--- config.mk ---
export PLATFORM = sky130hd
export DESIGN_NAME = lane_marking_window_classifier_unit
export DESIGN_NICKNAME = d
export VERILOG_FILES = /design/src/rtl/core/lmwc_pkg.sv /design/src/rtl/core/lmwc_front.sv /design/src/rtl/core/lmwc_queue.sv /design/src/rtl/core/lmwc_back.sv /design/src/rtl/core/lane_marking_window_classifier_unit.sv
export VERILOG_INCLUDE_DIRS = /design/src /design/src/rtl/core
export SDC_FILE = /design/constraint.sdc
export NUM_CORES = 1
export LEC_CHECK = 0
export BUFFER_PORTS_ARGS = -buffer_cell sky130_fd_sc_hd__buf_2
export CAP_MARGIN = 20
export CORE_MARGIN = 3
export CORE_UTILIZATION = 60
export CTS_BUF_LIST = sky130_fd_sc_hd__clkbuf_4 sky130_fd_sc_hd__clkbuf_8 sky130_fd_sc_hd__clkbuf_16
export DETAILED_ROUTE_END_ITERATION = 8
export GPL_TIMING_DRIVEN = 1
export HOLD_SLACK_MARGIN = 0.12
export PLACE_DENSITY = 0.77
export REMOVE_ABC_BUFFERS = 1
export SLEW_MARGIN = 0
export SYNTH_ARGS = -nofsm -noshare
export SYNTH_HDL_FRONTEND = slang
export SYNTH_SLANG_ARGS = --single-unit
--- constraint.sdc ---
create_clock -name clock -period 16.6 [get_ports clock]
set_input_delay 4.15 -clock clock [delete_from_list [all_inputs] [get_ports clock]]
set_output_delay 4.15 -clock clock [all_outputs]
set_load 0.02 [all_outputs]
--- src/rtl/core/assert_macros.svh ---
// Assertion helpers shared by the lane marking classifier RTL.
// Both macros sample on the rising edge of clock and are disabled in reset.
`ifndef ASSERT_MACROS_SVH
`define ASSERT_MACROS_SVH
`ifndef SYNTHESIS
`define LMWC_ASSERT(lbl, prop, msg) \
   lbl: assert property (@(posedge clock) disable iff (reset) prop) else $error(msg);
`define LMWC_NEVER(lbl, expr, msg) \
   lbl: assert property (@(posedge clock) disable iff (reset) !(expr)) else $error(msg);
`else
`define LMWC_ASSERT(lbl, prop, msg)
`define LMWC_NEVER(lbl, expr, msg)
`endif
`endif

--- src/rtl/core/lmwc_pkg.sv ---
`default_nettype none

package lmwc_pkg;

   localparam int MAX_BANDS = 3;

   localparam logic [16:0] CNT_MAX  = 17'h1FFFF;
   localparam logic [9:0]  QUAL_MAX = 10'h3FF;

   // csr register indexes
   localparam logic [2:0] CSR_CENTER_LEFT   = 3'd0;
   localparam logic [2:0] CSR_CENTER_MIDDLE = 3'd1;
   localparam logic [2:0] CSR_CENTER_RIGHT  = 3'd2;
   localparam logic [2:0] CSR_HALF_WIDTH    = 3'd3;
   localparam logic [2:0] CSR_WINDOW_ROWS   = 3'd4;
   localparam logic [2:0] CSR_WHITE_LEVEL   = 3'd5;
   localparam logic [2:0] CSR_WINDOWS_FRAME = 3'd6;

   typedef enum logic [1:0] {
      CLASS_NONE   = 2'd0,
      CLASS_DASHED = 2'd1,
      CLASS_SOLID  = 2'd2
   } lane_class_type;

   typedef struct packed {
      logic [MAX_BANDS-1:0][10:0] center;
      logic [7:0]                 half_width;
      logic [7:0]                 window_rows;
      logic [7:0]                 white_level;
      logic [9:0]                 windows_per_frame;
   } cfg_type;

   // one classified pixel, front to back
   typedef struct packed {
      logic [MAX_BANDS-1:0] hit;
      logic                 close;
      logic                 frame_end;
   } tok_type;

   // one step of restoring remainder; r < div on entry and on exit
   function automatic logic [7:0] rem_step(logic [7:0] r, logic bit_in, logic [7:0] div);
      logic [8:0] t;
      t = {r, bit_in};
      if (t >= {1'b0, div}) begin
         return 8'(t - {1'b0, div});
      end
      return t[7:0];
   endfunction

   // q qualifying windows against t nominal: solid at 85 %, dashed at 50 %
   function automatic lane_class_type classify(logic [9:0] q, logic [9:0] t,
                                                logic [14:0] t17);
      logic [14:0] q20;
      q20 = 15'({q, 4'b0}) + 15'({q, 2'b0});
      if (q20 >= t17) begin
         return CLASS_SOLID;
      end
      if ({q, 1'b0} >= {1'b0, t}) begin
         return CLASS_DASHED;
      end
      return CLASS_NONE;
   endfunction

endpackage

`default_nettype wire

--- src/rtl/core/lmwc_front.sv ---
`default_nettype none

module lmwc_front #(
   parameter int FRAME_ROWS = 720,
   parameter int FRAME_COLS = 1280,
   parameter int NUM_BANDS  = 3
) (
   input  logic              clock,
   input  logic              reset,
   input  logic              in_valid,
   output logic              in_stall,
   input  logic [7:0]        pixel,
   input  logic [9:0]        row,
   input  logic [10:0]       col,
   input  logic              frame_end,
   input  lmwc_pkg::cfg_type cfg,
   input  logic              q_full,
   output logic              push,
   output lmwc_pkg::tok_type tok
);

   localparam logic [9:0]  ROW_LIMIT = 10'(FRAME_ROWS);
   localparam logic [10:0] COL_LIMIT = 11'(FRAME_COLS);
   localparam logic [9:0]  LAST_ROW  = 10'(FRAME_ROWS - 1);
   localparam logic [10:0] LAST_COL  = 11'(FRAME_COLS - 1);

   logic        adv;
   logic        s1_valid_ff;
   logic [7:0]  s1_pixel_ff;
   logic [9:0]  s1_row_ff;
   logic [10:0] s1_col_ff;
   logic        s1_fe_ff;

   logic                           s2_valid_ff;
   logic [lmwc_pkg::MAX_BANDS-1:0] s2_hit_ff, s2_hit_in;
   logic                           s2_last_ff, s2_last_in;
   logic                           s2_fe_ff;
   logic [7:0]                     s2_rem_ff, s2_rem_in;
   logic [4:0]                     s2_dlo_ff, s2_dlo_in;

   logic [7:0] div;

   assign adv      = !(s2_valid_ff && q_full);
   assign in_stall = !adv;
   assign push     = s2_valid_ff && !q_full;
   assign div      = (cfg.window_rows == 8'd0) ? 8'd1 : cfg.window_rows;

   // stage 1: window membership per band and top half of the row remainder
   always_comb begin
      logic              in_frame;
      logic              white;
      logic [9:0]        dividend;
      logic [7:0]        r;
      logic signed [12:0] lo;
      logic signed [12:0] col_s;
      logic [11:0]       hi;
      in_frame = (s1_row_ff < ROW_LIMIT) && (s1_col_ff < COL_LIMIT);
      white    = s1_pixel_ff >= cfg.white_level;
      dividend = LAST_ROW - s1_row_ff;
      col_s    = $signed({2'b0, s1_col_ff});
      r        = 8'd0;
      for (int i = 0; i < 5; i++) begin
         r = lmwc_pkg::rem_step(r, dividend[9-i], div);
      end
      for (int b = 0; b < lmwc_pkg::MAX_BANDS; b++) begin
         lo = $signed({2'b0, cfg.center[b]}) - $signed({5'b0, cfg.half_width});
         hi = {1'b0, cfg.center[b]} + {4'b0, cfg.half_width};
         s2_hit_in[b] = (b < NUM_BANDS) && in_frame && white &&
                        (col_s >= lo) && ({1'b0, s1_col_ff} < hi);
      end
      s2_last_in = in_frame && (s1_col_ff == LAST_COL);
      s2_rem_in  = r;
      s2_dlo_in  = dividend[4:0];
   end

   // stage 2: finish remainder, a zero on the last column closes the window
   always_comb begin
      logic [7:0] r;
      r = s2_rem_ff;
      for (int i = 4; i >= 0; i--) begin
         r = lmwc_pkg::rem_step(r, s2_dlo_ff[i], div);
      end
      tok.hit       = s2_hit_ff;
      tok.close     = s2_last_ff && (r == 8'd0);
      tok.frame_end = s2_fe_ff;
   end

   always_ff @(posedge clock) begin
      if (reset) begin
         s1_valid_ff <= 1'b0;
         s2_valid_ff <= 1'b0;
      end else if (adv) begin
         s1_valid_ff <= in_valid;
         s2_valid_ff <= s1_valid_ff;
      end
   end

   always_ff @(posedge clock) begin
      if (adv) begin
         s1_pixel_ff <= pixel;
         s1_row_ff   <= row;
         s1_col_ff   <= col;
         s1_fe_ff    <= frame_end;
         s2_hit_ff   <= s2_hit_in;
         s2_last_ff  <= s2_last_in;
         s2_fe_ff    <= s1_fe_ff;
         s2_rem_ff   <= s2_rem_in;
         s2_dlo_ff   <= s2_dlo_in;
      end
   end

endmodule

`default_nettype wire

--- src/rtl/core/lmwc_queue.sv ---
`default_nettype none
`include "assert_macros.svh"

module lmwc_queue #(
   parameter int WIDTH = 5,
   parameter int DEPTH = 4
) (
   input  logic             clock,
   input  logic             reset,
   input  logic             push,
   input  logic [WIDTH-1:0] wdata,
   output logic             full,
   input  logic             pop,
   output logic [WIDTH-1:0] rdata,
   output logic             empty
);

   localparam int AW = (DEPTH > 1) ? $clog2(DEPTH) : 1;
   localparam int CW = $clog2(DEPTH + 1);

   logic [WIDTH-1:0] data_ff [DEPTH];
   logic [AW-1:0]    wr_ptr_ff, wr_ptr_in;
   logic [AW-1:0]    rd_ptr_ff, rd_ptr_in;
   logic [CW-1:0]    count_ff, count_in;

   assign full  = (count_ff == CW'(DEPTH));
   assign empty = (count_ff == '0);
   assign rdata = data_ff[rd_ptr_ff];

   always_comb begin
      wr_ptr_in = wr_ptr_ff;
      rd_ptr_in = rd_ptr_ff;
      count_in  = count_ff;
      if (push) begin
         wr_ptr_in = (wr_ptr_ff == AW'(DEPTH - 1)) ? '0 : wr_ptr_ff + 1'b1;
      end
      if (pop) begin
         rd_ptr_in = (rd_ptr_ff == AW'(DEPTH - 1)) ? '0 : rd_ptr_ff + 1'b1;
      end
      priority if (push && !pop) begin
         count_in = count_ff + 1'b1;
      end else if (pop && !push) begin
         count_in = count_ff - 1'b1;
      end
   end

   always_ff @(posedge clock) begin
      if (reset) begin
         wr_ptr_ff <= '0;
         rd_ptr_ff <= '0;
         count_ff  <= '0;
      end else begin
         wr_ptr_ff <= wr_ptr_in;
         rd_ptr_ff <= rd_ptr_in;
         count_ff  <= count_in;
      end
   end

   always_ff @(posedge clock) begin
      if (push) begin
         data_ff[wr_ptr_ff] <= wdata;
      end
   end

   `LMWC_NEVER(a_no_push_full, push && full, "queue written while full")
   `LMWC_NEVER(a_no_pop_empty, pop && empty, "queue read while empty")
   `LMWC_ASSERT(a_count_bound, count_ff <= CW'(DEPTH), "queue count beyond depth")

endmodule

`default_nettype wire

--- src/rtl/core/lmwc_back.sv ---
`default_nettype none
`include "assert_macros.svh"

module lmwc_back #(
   parameter int NUM_BANDS = 3
) (
   input  logic                                  clock,
   input  logic                                  reset,
   input  lmwc_pkg::cfg_type                     cfg,
   input  logic                                  q_empty,
   input  lmwc_pkg::tok_type                     tok,
   output logic                                  pop,
   output logic                                  rsp_valid,
   input  logic                                  rsp_stall,
   output logic [lmwc_pkg::MAX_BANDS-1:0][1:0]   rsp_type
);

   localparam int NB = lmwc_pkg::MAX_BANDS;

   logic [NB-1:0][16:0] cnt_ff, cnt_in;
   logic [NB-1:0][9:0]  qual_ff, qual_in;
   logic [NB-1:0]       qinc_in;
   logic [17:0]         area_ff;
   logic [14:0]         t17_ff;

   logic          b2_valid_ff;
   logic [NB-1:0] b2_qinc_ff;
   logic          b2_fe_ff;

   logic                rsp_valid_ff;
   logic [NB-1:0][1:0]  rsp_type_ff, rsp_type_in;

   logic back_adv;
   logic b2_fire;
   logic eval;

   assign back_adv  = !(b2_valid_ff && b2_fe_ff && rsp_valid_ff && rsp_stall);
   assign pop       = !q_empty && back_adv;
   assign b2_fire   = b2_valid_ff && back_adv;
   assign eval      = tok.close || tok.frame_end;
   assign rsp_valid = rsp_valid_ff;
   assign rsp_type  = rsp_type_ff;

   // window counts; a closing or frame-end transfer tests the updated count against the area
   always_comb begin
      logic [16:0] c;
      logic [20:0] c10;
      for (int b = 0; b < NB; b++) begin
         c = cnt_ff[b];
         if (tok.hit[b] && (cnt_ff[b] != lmwc_pkg::CNT_MAX)) begin
            c = cnt_ff[b] + 1'b1;
         end
         c10        = 21'({c, 3'b0}) + 21'({c, 1'b0});
         qinc_in[b] = eval && (c10 > 21'(area_ff));
         cnt_in[b]  = eval ? 17'd0 : c;
      end
   end

   // qualifying window tally and classing at frame end
   always_comb begin
      logic [9:0] q;
      for (int b = 0; b < NB; b++) begin
         q = qual_ff[b];
         if (b2_qinc_ff[b] && (qual_ff[b] != lmwc_pkg::QUAL_MAX)) begin
            q = qual_ff[b] + 1'b1;
         end
         qual_in[b] = b2_fe_ff ? 10'd0 : q;
         rsp_type_in[b] = (b < NUM_BANDS) ?
                          2'(lmwc_pkg::classify(q, cfg.windows_per_frame, t17_ff)) :
                          2'(lmwc_pkg::CLASS_NONE);
      end
   end

   always_ff @(posedge clock) begin
      logic [15:0] prod;
      prod    = ((cfg.window_rows == 8'd0) ? 8'd1 : cfg.window_rows) * cfg.half_width;
      area_ff <= 18'({prod, 1'b0}) + 18'(prod);
      t17_ff  <= 15'({cfg.windows_per_frame, 4'b0}) + 15'(cfg.windows_per_frame);
   end

   always_ff @(posedge clock) begin
      if (reset) begin
         cnt_ff       <= '0;
         qual_ff      <= '0;
         b2_valid_ff  <= 1'b0;
         rsp_valid_ff <= 1'b0;
      end else begin
         if (pop) begin
            cnt_ff <= cnt_in;
         end
         if (back_adv) begin
            b2_valid_ff <= pop;
         end
         if (b2_fire) begin
            qual_ff <= qual_in;
         end
         if (b2_fire && b2_fe_ff) begin
            rsp_valid_ff <= 1'b1;
         end else if (!rsp_stall) begin
            rsp_valid_ff <= 1'b0;
         end
      end
   end

   always_ff @(posedge clock) begin
      if (back_adv) begin
         b2_qinc_ff <= qinc_in;
         b2_fe_ff   <= tok.frame_end;
      end
      if (b2_fire && b2_fe_ff) begin
         rsp_type_ff <= rsp_type_in;
      end
   end

   `LMWC_ASSERT(a_out_free, (b2_fire && b2_fe_ff) |-> (!rsp_valid_ff || !rsp_stall), "result overwritten")
   `LMWC_ASSERT(a_cnt_clear, (pop && eval) |=> (cnt_ff == '0), "window count not cleared on close")
   `LMWC_ASSERT(a_frame_done, (b2_fire && b2_fe_ff) |=> (rsp_valid_ff && qual_ff == '0), "frame end left state")

endmodule

`default_nettype wire

--- src/rtl/core/lane_marking_window_classifier_unit.sv ---
// Channel   | Direction | Handshake            | Payload
// ----------+-----------+----------------------+----------------------------------------
// req       | in        | req_valid/req_stall  | req_pixel, req_row, req_col, req_frame_end
// rsp       | out       | rsp_valid/rsp_stall  | rsp_type_left, rsp_type_middle, rsp_type_right
// csr       | in        | csr_write            | csr_index, csr_wdata
//
// One pixel transfer per cycle while req_stall is low; a pixel reaches the band
// counters through the two front stages and the queue.
// The row remainder for window closing is split over the two front stages.
// A result is offered once the frame end pixel has left the queue and the tally stage.
// Reset is synchronous; all counts clear and configuration takes its defaults.
// req_stall rises only while the queue is full, which happens when a result
// waits on rsp_stall and a further frame end reaches the back end.
`default_nettype none

module lane_marking_window_classifier_unit #(
   parameter int FRAME_ROWS  = 720,
   parameter int FRAME_COLS  = 1280,
   parameter int NUM_BANDS   = 3,
   parameter int QUEUE_DEPTH = 4
) (
   input  logic        clock,
   input  logic        reset,
   // pixel stream
   input  logic        req_valid,
   output logic        req_stall,
   input  logic [7:0]  req_pixel,
   input  logic [9:0]  req_row,
   input  logic [10:0] req_col,
   input  logic        req_frame_end,
   // lane type result, one per frame
   output logic        rsp_valid,
   input  logic        rsp_stall,
   output logic [1:0]  rsp_type_left,
   output logic [1:0]  rsp_type_middle,
   output logic [1:0]  rsp_type_right,
   // register writes
   input  logic        csr_write,
   input  logic [2:0]  csr_index,
   input  logic [10:0] csr_wdata
);

   localparam int TOK_W = $bits(lmwc_pkg::tok_type);

   // configuration registers
   logic [10:0] center_left_ff;
   logic [10:0] center_middle_ff;
   logic [10:0] center_right_ff;
   logic [7:0]  half_width_ff;
   logic [7:0]  window_rows_ff;
   logic [7:0]  white_level_ff;
   logic [9:0]  windows_frame_ff;

   lmwc_pkg::cfg_type cfg;

   logic              q_full;
   logic              q_empty;
   logic              q_push;
   logic              q_pop;
   lmwc_pkg::tok_type front_tok;
   lmwc_pkg::tok_type head_tok;

   logic [lmwc_pkg::MAX_BANDS-1:0][1:0] rsp_type;

   always_ff @(posedge clock) begin
      if (reset) begin
         center_left_ff   <= 11'd320;
         center_middle_ff <= 11'd640;
         center_right_ff  <= 11'd960;
         half_width_ff    <= 8'd90;
         window_rows_ff   <= 8'd80;
         white_level_ff   <= 8'd200;
         windows_frame_ff <= 10'd9;
      end else if (csr_write) begin
         unique case (csr_index)
            lmwc_pkg::CSR_CENTER_LEFT:   center_left_ff   <= csr_wdata;
            lmwc_pkg::CSR_CENTER_MIDDLE: center_middle_ff <= csr_wdata;
            lmwc_pkg::CSR_CENTER_RIGHT:  center_right_ff  <= csr_wdata;
            lmwc_pkg::CSR_HALF_WIDTH:    half_width_ff    <= csr_wdata[7:0];
            lmwc_pkg::CSR_WINDOW_ROWS:   window_rows_ff   <= csr_wdata[7:0];
            lmwc_pkg::CSR_WHITE_LEVEL:   white_level_ff   <= csr_wdata[7:0];
            lmwc_pkg::CSR_WINDOWS_FRAME: windows_frame_ff <= csr_wdata[9:0];
            default: ; // index beyond the register list: write dropped
         endcase
      end
   end

   always_comb begin
      cfg.center[0]         = center_left_ff;
      cfg.center[1]         = center_middle_ff;
      cfg.center[2]         = center_right_ff;
      cfg.half_width        = half_width_ff;
      cfg.window_rows       = window_rows_ff;
      cfg.white_level       = white_level_ff;
      cfg.windows_per_frame = windows_frame_ff;
   end

   // front end: band hits, threshold and window-bottom detection per pixel
   lmwc_front #(
      .FRAME_ROWS (FRAME_ROWS),
      .FRAME_COLS (FRAME_COLS),
      .NUM_BANDS  (NUM_BANDS)
   ) u_front (
      .clock     (clock),
      .reset     (reset),
      .in_valid  (req_valid),
      .in_stall  (req_stall),
      .pixel     (req_pixel),
      .row       (req_row),
      .col       (req_col),
      .frame_end (req_frame_end),
      .cfg       (cfg),
      .q_full    (q_full),
      .push      (q_push),
      .tok       (front_tok)
   );

   // decouples pixel intake from result back-pressure
   lmwc_queue #(
      .WIDTH (TOK_W),
      .DEPTH (QUEUE_DEPTH)
   ) u_queue (
      .clock (clock),
      .reset (reset),
      .push  (q_push),
      .wdata (front_tok),
      .full  (q_full),
      .pop   (q_pop),
      .rdata (head_tok),
      .empty (q_empty)
   );

   // back end: window counters, qualifying tallies and frame-end classing
   lmwc_back #(
      .NUM_BANDS (NUM_BANDS)
   ) u_back (
      .clock     (clock),
      .reset     (reset),
      .cfg       (cfg),
      .q_empty   (q_empty),
      .tok       (head_tok),
      .pop       (q_pop),
      .rsp_valid (rsp_valid),
      .rsp_stall (rsp_stall),
      .rsp_type  (rsp_type)
   );

   assign rsp_type_left   = rsp_type[0];
   assign rsp_type_middle = rsp_type[1];
   assign rsp_type_right  = rsp_type[2];

endmodule

`default_nettype wire

==> results.toml, run 1 <==
[power_and_ir_drop]
clock_power_share_pct = 21.3
p_sw_mw = 1.52
power.leakage_nw = 12.9
power.density_nw_per_um2 = 129
total_power_mw = 3.63
p_int_mw = 2.10
combPwrFrac_pct = 57.0
seqPwrFrac_pct = 21.7
peakVddDrop_uv = 242
switching_share_pct = 42.0

[sta]
worstMarginPinSlew_ns = 1.05
tns_ns = 0
slew_viol_final = 0
period_share_pct = 79.3
finalHoldViolCount = 0
setup_viol = 0
rsz0062_at_grt = "false"
min_period_ns = 13.17
setup_ws_ns = 3.43
fin_worst_skew_ns = 0.0227
fmax_mhz = 75.9
max_slew_margin_pct = 29.7

[clocking]
cts_root_buf = "clkbuf_16"
cts.sinks = 272
insertion_delay_ns = 0.56
htreeDepth = 2
clockBufferDepth = 3
clk_pin_slew_ns = 0.06
ctsResizeCount = 0
post_cts_buffers = 0
cts_tree = "done"
cts_made_buffers = 34
postCtsHoldBufs = 0

[cells_and_area]
num-fill-cells = 3487
drive_gt1_share_pct = 5.95
diodes = 0
area_growth_syn_to_layout_pct = 7.47
regArea_um2 = 6230
fin_cells = 3702
finalInstanceArea_um2 = 28100
nets = 3663
multiInputGateArea_um2 = 18600

[place]
dp_hpwl_mm = 48.2
placed_area_um2 = 26900
pre_cts_ws_ns = 3.72
post-place-cells = 3641
port_buffers = 56
place_congestion = 0.890

[yosys]
synth_area_leader_cell = "ha_1"
ys_types = 75
synth_top_family_by_area = "adder cells"
async_flop_share_pct = 0
synth_compound_area_share_pct = 17.6
synthAdderAreaFrac_pct = 26.3
syn_area_per_cell_um2 = 8.49
yosysWarnings = 0
synth_ff_type = "dfxtp_1"
syn_area_um2 = 26100
synth-seq-cells = 272
synthSimpleGateAreaFrac_pct = 16.5
synthCells = 3077
ys_top_cells_by_count = "ha_1, nand2_1, nor2_1"
synthMuxAreaShare_pct = 2.28
synth_top_area_share_pct = 21.7
yosysSeqAreaShare_pct = 23.8
synth_most_common_cell = "ha_1"
synthXorXnorAreaFrac_pct = 8.51
synth_edf_count = 78
synth.area.top_cells = "ha_1, dfxtp_1, edfxtp_1, xnor2_1, a21oi_1"

[die]
die_x_um = 215
die_h_um = 215
start_util_pct = 61.5
dieArea_um2 = 46100
rows = 75
ios = 57
coreArea_um2 = 42500

[global_route]
grt_pass1_vias = 21683
grt_overflow = 0
grt_max_degree = 97
grt_pass1_wl_mm = 105
grt_use_total_pct = 27.0
antenna_found_initial = 0

[worst_setup_path]
slowest_delay_ns = 0.67
critical_path_required_ns = 16.89
crit_type = "reg -> reg"
critPathMaxFanout = 13
r2r_setup_slack_ns = 3.43
crit_slowest_cell = "dfxtp_1"
r2r_cells = 49
worstSetupEndpointType = "flop"
startpoint_type = "flop"
crit_top_cell = "o21ai_0"
rr_startpoint = "window_rows_ff[1]"
arrival_ns = 13.46
rr_endpoint = "u_front.s2_rem_ff[5]"

[routing]
viasPerCell = 5.90
antenna_left = 0
drc = 0
route.vias.total = 21829
wl_per_cell_um = 17.0
drt_iter0_drc = 1510
routed_wl_mm = 63.0
firstDrtPassIters = 5

[outcome]
status = "complete, no violations"

[hold_path]
hold_start = "windows_frame_ff[1]"
worstHoldPathCells = 0
whs_endpoint = "u_back.t17_ff[1]"
hp-class = "reg -> reg"

[job]
drv_cap = 0
==> worst max path at each step <==
| stage | start | to | slack (ns) | depth (start not counted) |
|---|---|---|---|---|
| finish | window_rows_ff[1] | u_front.s2_rem_ff[5] | 3.43 | 49 |
| detailed placement | window_rows_ff[1] | u_front.s2_rem_ff[6] | 3.72 | 49 |
| floorplan | window_rows_ff[1] | u_front.s2_rem_ff[2] | 5.75 | 49 |
| global route | window_rows_ff[1] | u_front.s2_rem_ff[5] | 2.23 | 49 |
| CTS | window_rows_ff[1] | u_front.s2_rem_ff[5] | 3.61 | 49 |
| global placement | window_rows_ff[1] | u_front.s2_rem_ff[5] | 4.39 | 49 |
==> cells in the final DEF, fill, tap and decap left out, types with 19 or more instances in the layout <==
master	netlist	routed
edfxtp_1	78	78
nor2b_1	51	51
nor3_1	36	36
clkbuf_16	0	36
buf_2	5	55
o21bai_1	55	54
mux2i_1	19	19
inv_1	261	261
o21a_1	70	70
nand3_1	57	56
nand4_1	40	40
and3_1	25	25
mux2_2	30	30
a21oi_1	240	240
xor2_1	64	64
nand2_1	286	286
dfxtp_1	194	194
nand2b_1	41	41
nand3b_1	20	20
o21ai_0	128	128
and2_1	23	23
ha_1	454	454
a21o_1	56	56
a22oi_1	67	67
xnor2_1	190	190
fa_1	60	60
nor2_1	283	282
==> per-stage QoR <==
step / hold WS [ns] / util, %
floorplan: 0.368 / -
global placement: 0.384 / 63.3
detailed placement: 0.385 / 63.3
CTS: 0.389 / 66.1
global route: 0.418 / 66.1
finish: 0.393 / 66.1
==> power by group through the flow <==
stage | Combinational, mW | Sequential, mW | Clock, mW
after floorplan | 1.60 | 0.785 | 0
after global placement | 1.91 | 0.797 | 0
after detailed placement | 2.01 | 0.799 | 0
after CTS | 2.03 | 0.786 | 0.790
after global routing | 2.30 | 0.793 | 0.818
final | 2.07 | 0.786 | 0.774
==> cell families (layout without fill, tap and decap cells) <==
| logic type | after synthesis | after routing |
|---|---|---|
| buf+inv | 341 | 389 |
| fa+ha+maj | 514 | 514 |
| simple gates | 921 | 921 |
| flops | 272 | 272 |
| xor+xnor | 254 | 254 |
| mux | 52 | 52 |
| compound gates | 723 | 723 |
==> flip-flops by register name, indices dropped and copies added, names as in the netlist, 15 cells and up, named ones only <==
signal and count:
u_back.cnt_ff 51, u_back.qual_ff 30, u_queue.data_ff 20, u_back.area_ff 18
u_back.t17_ff 15
==> worst max-delay path: cells and delay by family (launching register included) <==
kind,cells,cell delay [ns]
and+or+nand+nor,10,2.10
adders and majority gates,6,1.58
buffers and inverters,3,0.54
AOI/OAI and AO/OA,26,6.38
DFF,1,0.67
muxes,4,1.64
==> metal layers <==
metal / track usage [%] / vias to the layer above / share of wire (%)
met5: 0 / - / 0
met4: 9.43 / 0 / 3.3
met3: 2.99 / 135 / 4.8
met2: 46.4 / 581 / 47
met1: 35.4 / 10289 / 45
li1: - / 10824 / -
==> final cells by class <==
class / count / share of cell area (%)
well taps: 577 / 2.57
inverters: 262 / 3.50
repair buffers: 66 / 1.27
clock inverters: 19 / 0.726
flip-flops and latches: 272 / 22.2
clock buffers: 42 / 3.41
multi-input cells: 2464 / 66.3
Power figures use the tool's default switching activity.
==> run 2, diff against run 1 <==
--- a/config.mk
+++ b/config.mk
@@ -9,12 +9,12 @@
 export BUFFER_PORTS_ARGS = -buffer_cell sky130_fd_sc_hd__buf_2
 export CAP_MARGIN = 20
 export CORE_MARGIN = 3
-export CORE_UTILIZATION = 60
+export CORE_UTILIZATION = 59
 export CTS_BUF_LIST = sky130_fd_sc_hd__clkbuf_4 sky130_fd_sc_hd__clkbuf_8 sky130_fd_sc_hd__clkbuf_16
 export DETAILED_ROUTE_END_ITERATION = 8
 export GPL_TIMING_DRIVEN = 1
 export HOLD_SLACK_MARGIN = 0.12
-export PLACE_DENSITY = 0.77
+export PLACE_DENSITY = 0.79
 export REMOVE_ABC_BUFFERS = 1
 export SLEW_MARGIN = 0
 export SYNTH_ARGS = -nofsm -noshare
==> constraint.sdc (replaced) <==
create_clock -name clock -period 11.8 [get_ports clock]
set_input_delay 2.95 -clock clock [delete_from_list [all_inputs] [get_ports clock]]
set_output_delay 2.95 -clock clock [all_outputs]
set_load 0.02 [all_outputs]
==> results.toml, run 2 (synthesis results as in run 1) <==
[power_and_ir_drop]
power.leakage_nw = 12.9
power.density_nw_per_um2 = 180
total_power_mw = 5.06
peakVddDrop_uv = 254

[routing]
antenna_left = 0
drt_iter0_drc = 1463
drc = 0
route.vias.total = 22096
firstDrtPassIters = 5
wl_per_cell_um = 17.1
viasPerCell = 5.95
routed_wl_mm = 63.5

[cells_and_area]
nets = 3666
final_cell_mix = "ha_1, nand2_1, nor2_1"
regMostFlops = "u_back.cnt_ff"
diodes = 0
largest_reg_flops = 51
drive_gt1_share_pct = 6.40
area_growth_syn_to_layout_pct = 7.50
post-route-util_pct = 64.8
mostFrequentLayoutCell = "ha_1"
largestRegisters = "u_back.cnt_ff: 51 flops, u_back.qual_ff: 30 flops, u_queue.data_ff: 20 flops"
fin_cells = 3712

[clocking]
insertion_delay_ns = 0.60
clockBufferDepth = 3
cts_tree = "done"
cts_root_buf = "clkbuf_16"
clk_pin_slew_ns = 0.06
post_cts_buffers = 0
ctsResizeCount = 1
cts_made_buffers = 31
htreeDepth = 1
postCtsHoldBufs = 0
cts.sinks = 272

[sta]
worstMarginPinSlew_ns = 1.04
min_period_ns = 11.02
fmax_mhz = 90.8
holdWs_ns = 0.409
finalHoldViolCount = 0
setup_viol = 0
slew_viol_final = 0
fin_worst_skew_ns = 0.0178
period_share_pct = 93.3
max_slew_margin_pct = 30.5

[hold_path]
hp-class = "reg -> reg"

[worst_setup_path]
endpoint = "u_front.s2_rem_ff[2]"
worstSetupEndpointType = "flop"
crit_top_cell = "o21ai_0"
critical_path_required_ns = 12.15
startpoint_type = "flop"
crit_slowest_cell = "nor4_4"
r2r_cells = 50
arrival_ns = 11.36
rr_endpoint = "u_front.s2_rem_ff[2]"
crit_type = "reg -> reg"
critPathLaunch = "window_rows_ff[4]"
slowest_delay_ns = 0.45
r2r_setup_slack_ns = 0.78
rr_startpoint = "window_rows_ff[4]"
critPathMaxFanout = 8

[outcome]
status = "complete, no violations"

[place]
post-place-cells = 3654
port_buffers = 56
dp_hpwl_mm = 48.3
place_congestion = 0.907

[die]
start_util_pct = 60.3
rows = 76
die_x_um = 216
dieArea_um2 = 46800
coreArea_um2 = 43400
die_h_um = 216
ios = 57

[job]
drv_cap = 0

[global_route]
grt_overflow = 0
grt_max_degree = 100
grt_pass1_vias = 21701
antenna_found_initial = 0
grt_use_total_pct = 26.5
grt_pass1_wl_mm = 105
-- run 2: worst min path at each step --
stage,startpoint,endpoint,cells past startpoint,slack [ns]
floorplan,windows_frame_ff[1],u_back.t17_ff[1],0,0.37
global placement,windows_frame_ff[1],u_back.t17_ff[1],0,0.39
detailed placement,windows_frame_ff[1],u_back.t17_ff[1],0,0.40
CTS,windows_frame_ff[1],u_back.t17_ff[1],0,0.40
global route,windows_frame_ff[1],u_back.t17_ff[1],0,0.42
finish,windows_frame_ff[1],u_back.t17_ff[1],0,0.41
-- run 2: worst max-delay path: cells and delay by family, from the launching register on --
kind / cells / cell delay, ns
AO/OA/AOI/OAI: 27 / 5.15
adder cells (fa/ha/maj): 6 / 1.46
buffers and inverters: 4 / 0.42
flip-flops: 1 / 0.40
multiplexers: 4 / 1.40
AND/OR/NAND/NOR: 9 / 1.90
-- run 2: cell type report --
class	instances	area [µm²]
Multi-Input combinational cell	2464	18700
Fill cell	3614	15300
Sequential cell	272	6230
Inverter	262	983
Clock buffer	42	901
Tap cell	585	732
Timing Repair Buffer	72	403
Clock inverter	15	141
-- run 2: per-layer routing --
metal | vias to the layer above | global-route usage, % | wire (µm)
li1 | 10828 | - | -
met1 | 10471 | 34.6 | 27800
met2 | 652 | 46.4 | 30200
met3 | 145 | 2.66 | 3350
met4 | 0 | 8.25 | 2080
met5 | - | 0 | 0
-- run 2: report_power, final --
group          switching (mW)  internal [mW]
registers              0.0672           1.04
clock network           0.408          0.578
logic                    1.68           1.29
-- run 2: metrics by stage --
| stage | area (µm²) | setup TNS [ns] | setup WS [ns] |
|---|---|---|---|
| 3_3_place_gp | 27000 | 0 | 0.468 |
| 2_1_floorplan | 25800 | 0 | 0.954 |
| 6_report | 28100 | 0 | 0.785 |
| 3_5_place_dp | 27000 | -0.292 | -0.0635 |
| 5_1_grt | 28100 | -0.441 | -0.0889 |
| 4_1_cts | 28000 | 0 | 0.0406 |
==> run 3, diff against run 2 <==
--- a/config.mk
+++ b/config.mk
@@ -6,7 +6,7 @@
 export SDC_FILE = /design/constraint.sdc
 export NUM_CORES = 1
 export LEC_CHECK = 0
-export BUFFER_PORTS_ARGS = -buffer_cell sky130_fd_sc_hd__buf_2
+export BUFFER_PORTS_ARGS = -buffer_cell sky130_fd_sc_hd__buf_4
 export CAP_MARGIN = 20
 export CORE_MARGIN = 3
 export CORE_UTILIZATION = 59
==> results.toml, run 3 (synthesis results as in run 1) <==
[sta]
min_period_ns = 10.90
worstMarginPinSlew_ns = 0.971
setup_viol = 0
period_share_pct = 92.4
finalHoldViolCount = 0
max_slew_margin_pct = 35.1
setup_ws_ns = 0.897
fin_worst_skew_ns = 0.0139
slew_viol_final = 0
fmax_mhz = 91.7

[global_route]
grt_overflow = 0
grt_pass1_vias = 21887
grt_use_total_pct = 26.6
grt_max_degree = 81
grt_pass1_wl_mm = 105
antenna_found_initial = 0

[worst_setup_path]
slowest_delay_ns = 0.49
critPathMaxFanout = 9
rr_startpoint = "window_rows_ff[4]"
worstSetupEndpointType = "flop"
crit_type = "reg -> reg"
critPathLaunch = "window_rows_ff[4]"
critical_path_required_ns = 12.15
crit_slowest_cell = "dfxtp_1"
startpoint_type = "flop"
arrival_ns = 11.26
crit_top_cell = "o21ai_0"

[clocking]
clk_pin_slew_ns = 0.07
clockBufferDepth = 3
cts_made_buffers = 31
insertion_delay_ns = 0.61
postCtsHoldBufs = 0
cts.sinks = 272
cts_root_buf = "clkbuf_16"
cts_tree = "done"
htreeDepth = 1

[die]
die_h_um = 216
coreArea_um2 = 43400
start_util_pct = 60.3
ios = 57
die_x_um = 216
dieArea_um2 = 46800
rows = 76

[routing]
viasPerCell = 5.95
route.vias.total = 22101
drt_iter0_drc = 1724
wl_per_cell_um = 17.1
drc = 0
firstDrtPassIters = 5
routed_wl_mm = 63.5
antenna_left = 0

[cells_and_area]
nets = 3666
largestRegisters = "u_back.cnt_ff: 51 flops, u_back.qual_ff: 30 flops, u_queue.data_ff: 20 flops"
multiInputGateArea_um2 = 18700
final_cell_mix = "ha_1, nand2_1, nor2_1"
diodes = 0
regArea_um2 = 6230
drive_gt1_share_pct = 6.46
mostFrequentLayoutCell = "ha_1"
finalInstanceArea_um2 = 28200
largest_reg_flops = 51
area_growth_syn_to_layout_pct = 8.05
num-fill-cells = 3626
regMostFlops = "u_back.cnt_ff"

[hold_path]
hp-class = "reg -> reg"
hold_start = "windows_frame_ff[1]"

[place]
port_buffers = 56
placed_area_um2 = 27100
dp_hpwl_mm = 48.6
place_congestion = 0.901
pre_cts_ws_ns = -0.248

[power_and_ir_drop]
peakVddDrop_uv = 343
power.leakage_nw = 13.0
power.density_nw_per_um2 = 178

[job]
drv_cap = 0

[outcome]
status = "complete, no violations"
run 3: layer usage:
| metal | track usage (%) | routed length [µm] | up-vias |
|---|---|---|---|
| met4 | 8.89 | 2150 | 0 |
| met3 | 2.87 | 3130 | 142 |
| li1 | - | - | 10848 |
| met1 | 34.4 | 27900 | 10483 |
| met2 | 46.5 | 30400 | 628 |
| met5 | 0 | 0 | - |
run 3: final cells by class:
cell class | instances | share of cell area (%)
Timing Repair Buffer | 72 | 1.91
Inverter | 262 | 3.48
Clock buffer | 42 | 3.21
Multi-Input combinational cell | 2464 | 66.3
Tap cell | 585 | 2.59
Sequential cell | 272 | 22.1
Clock inverter | 16 | 0.465
run 3: worst paths after layout:
kind	end	slack, ns	cells after the start
max	u_front.s2_rem_ff[5]	0.90	48
min reg2reg	u_back.t17_ff[1]	0.39	0
min	u_back.t17_ff[1]	0.39	0
max reg2reg	u_front.s2_rem_ff[5]	0.90	48
run 3: worst max-delay path: cells and delay by family, from the launching register on:
family / cells / cell delay, ns
flip-flops: 1 / 0.49
buffers and inverters: 3 / 0.43
multiplexers: 4 / 1.35
AO/OA/AOI/OAI: 27 / 5.21
adder cells (fa/ha/maj): 6 / 1.62
AND/OR/NAND/NOR: 8 / 1.52
run 3: metrics by stage:
| step | utilization (%) | total power [mW] | setup TNS [ns] | hold slack (ns) | instances |
|---|---|---|---|---|---|
| finish | 65.1 | 5.02 | 0 | 0.393 | 3713 |
| detailed placement | 62.5 | 3.97 | -1.25 | 0.390 | 3654 |
| floorplan | - | 3.36 | 0 | 0.368 | 2998 |
| global placement | 62.5 | 3.83 | 0 | 0.384 | 3654 |
| CTS | 64.9 | 4.97 | 0 | 0.388 | 3712 |
| global route | 65.1 | 5.41 | -0.420 | 0.412 | 3713 |
run 3: power by group:
group	total [mW]	internal, mW	switching [mW]	leakage (nW)
logic	2.93	1.29	1.63	10.1
registers	1.11	1.04	0.0693	2.38
clock network	0.985	0.563	0.422	0.524
total	5.02	2.89	2.12	13.0
run 3: repair_timing:
action / CTS / global route
gates resized for setup: 2 / 24
endpoints found under the setup margin: 7 / 12
buffers inserted: 0 / 0
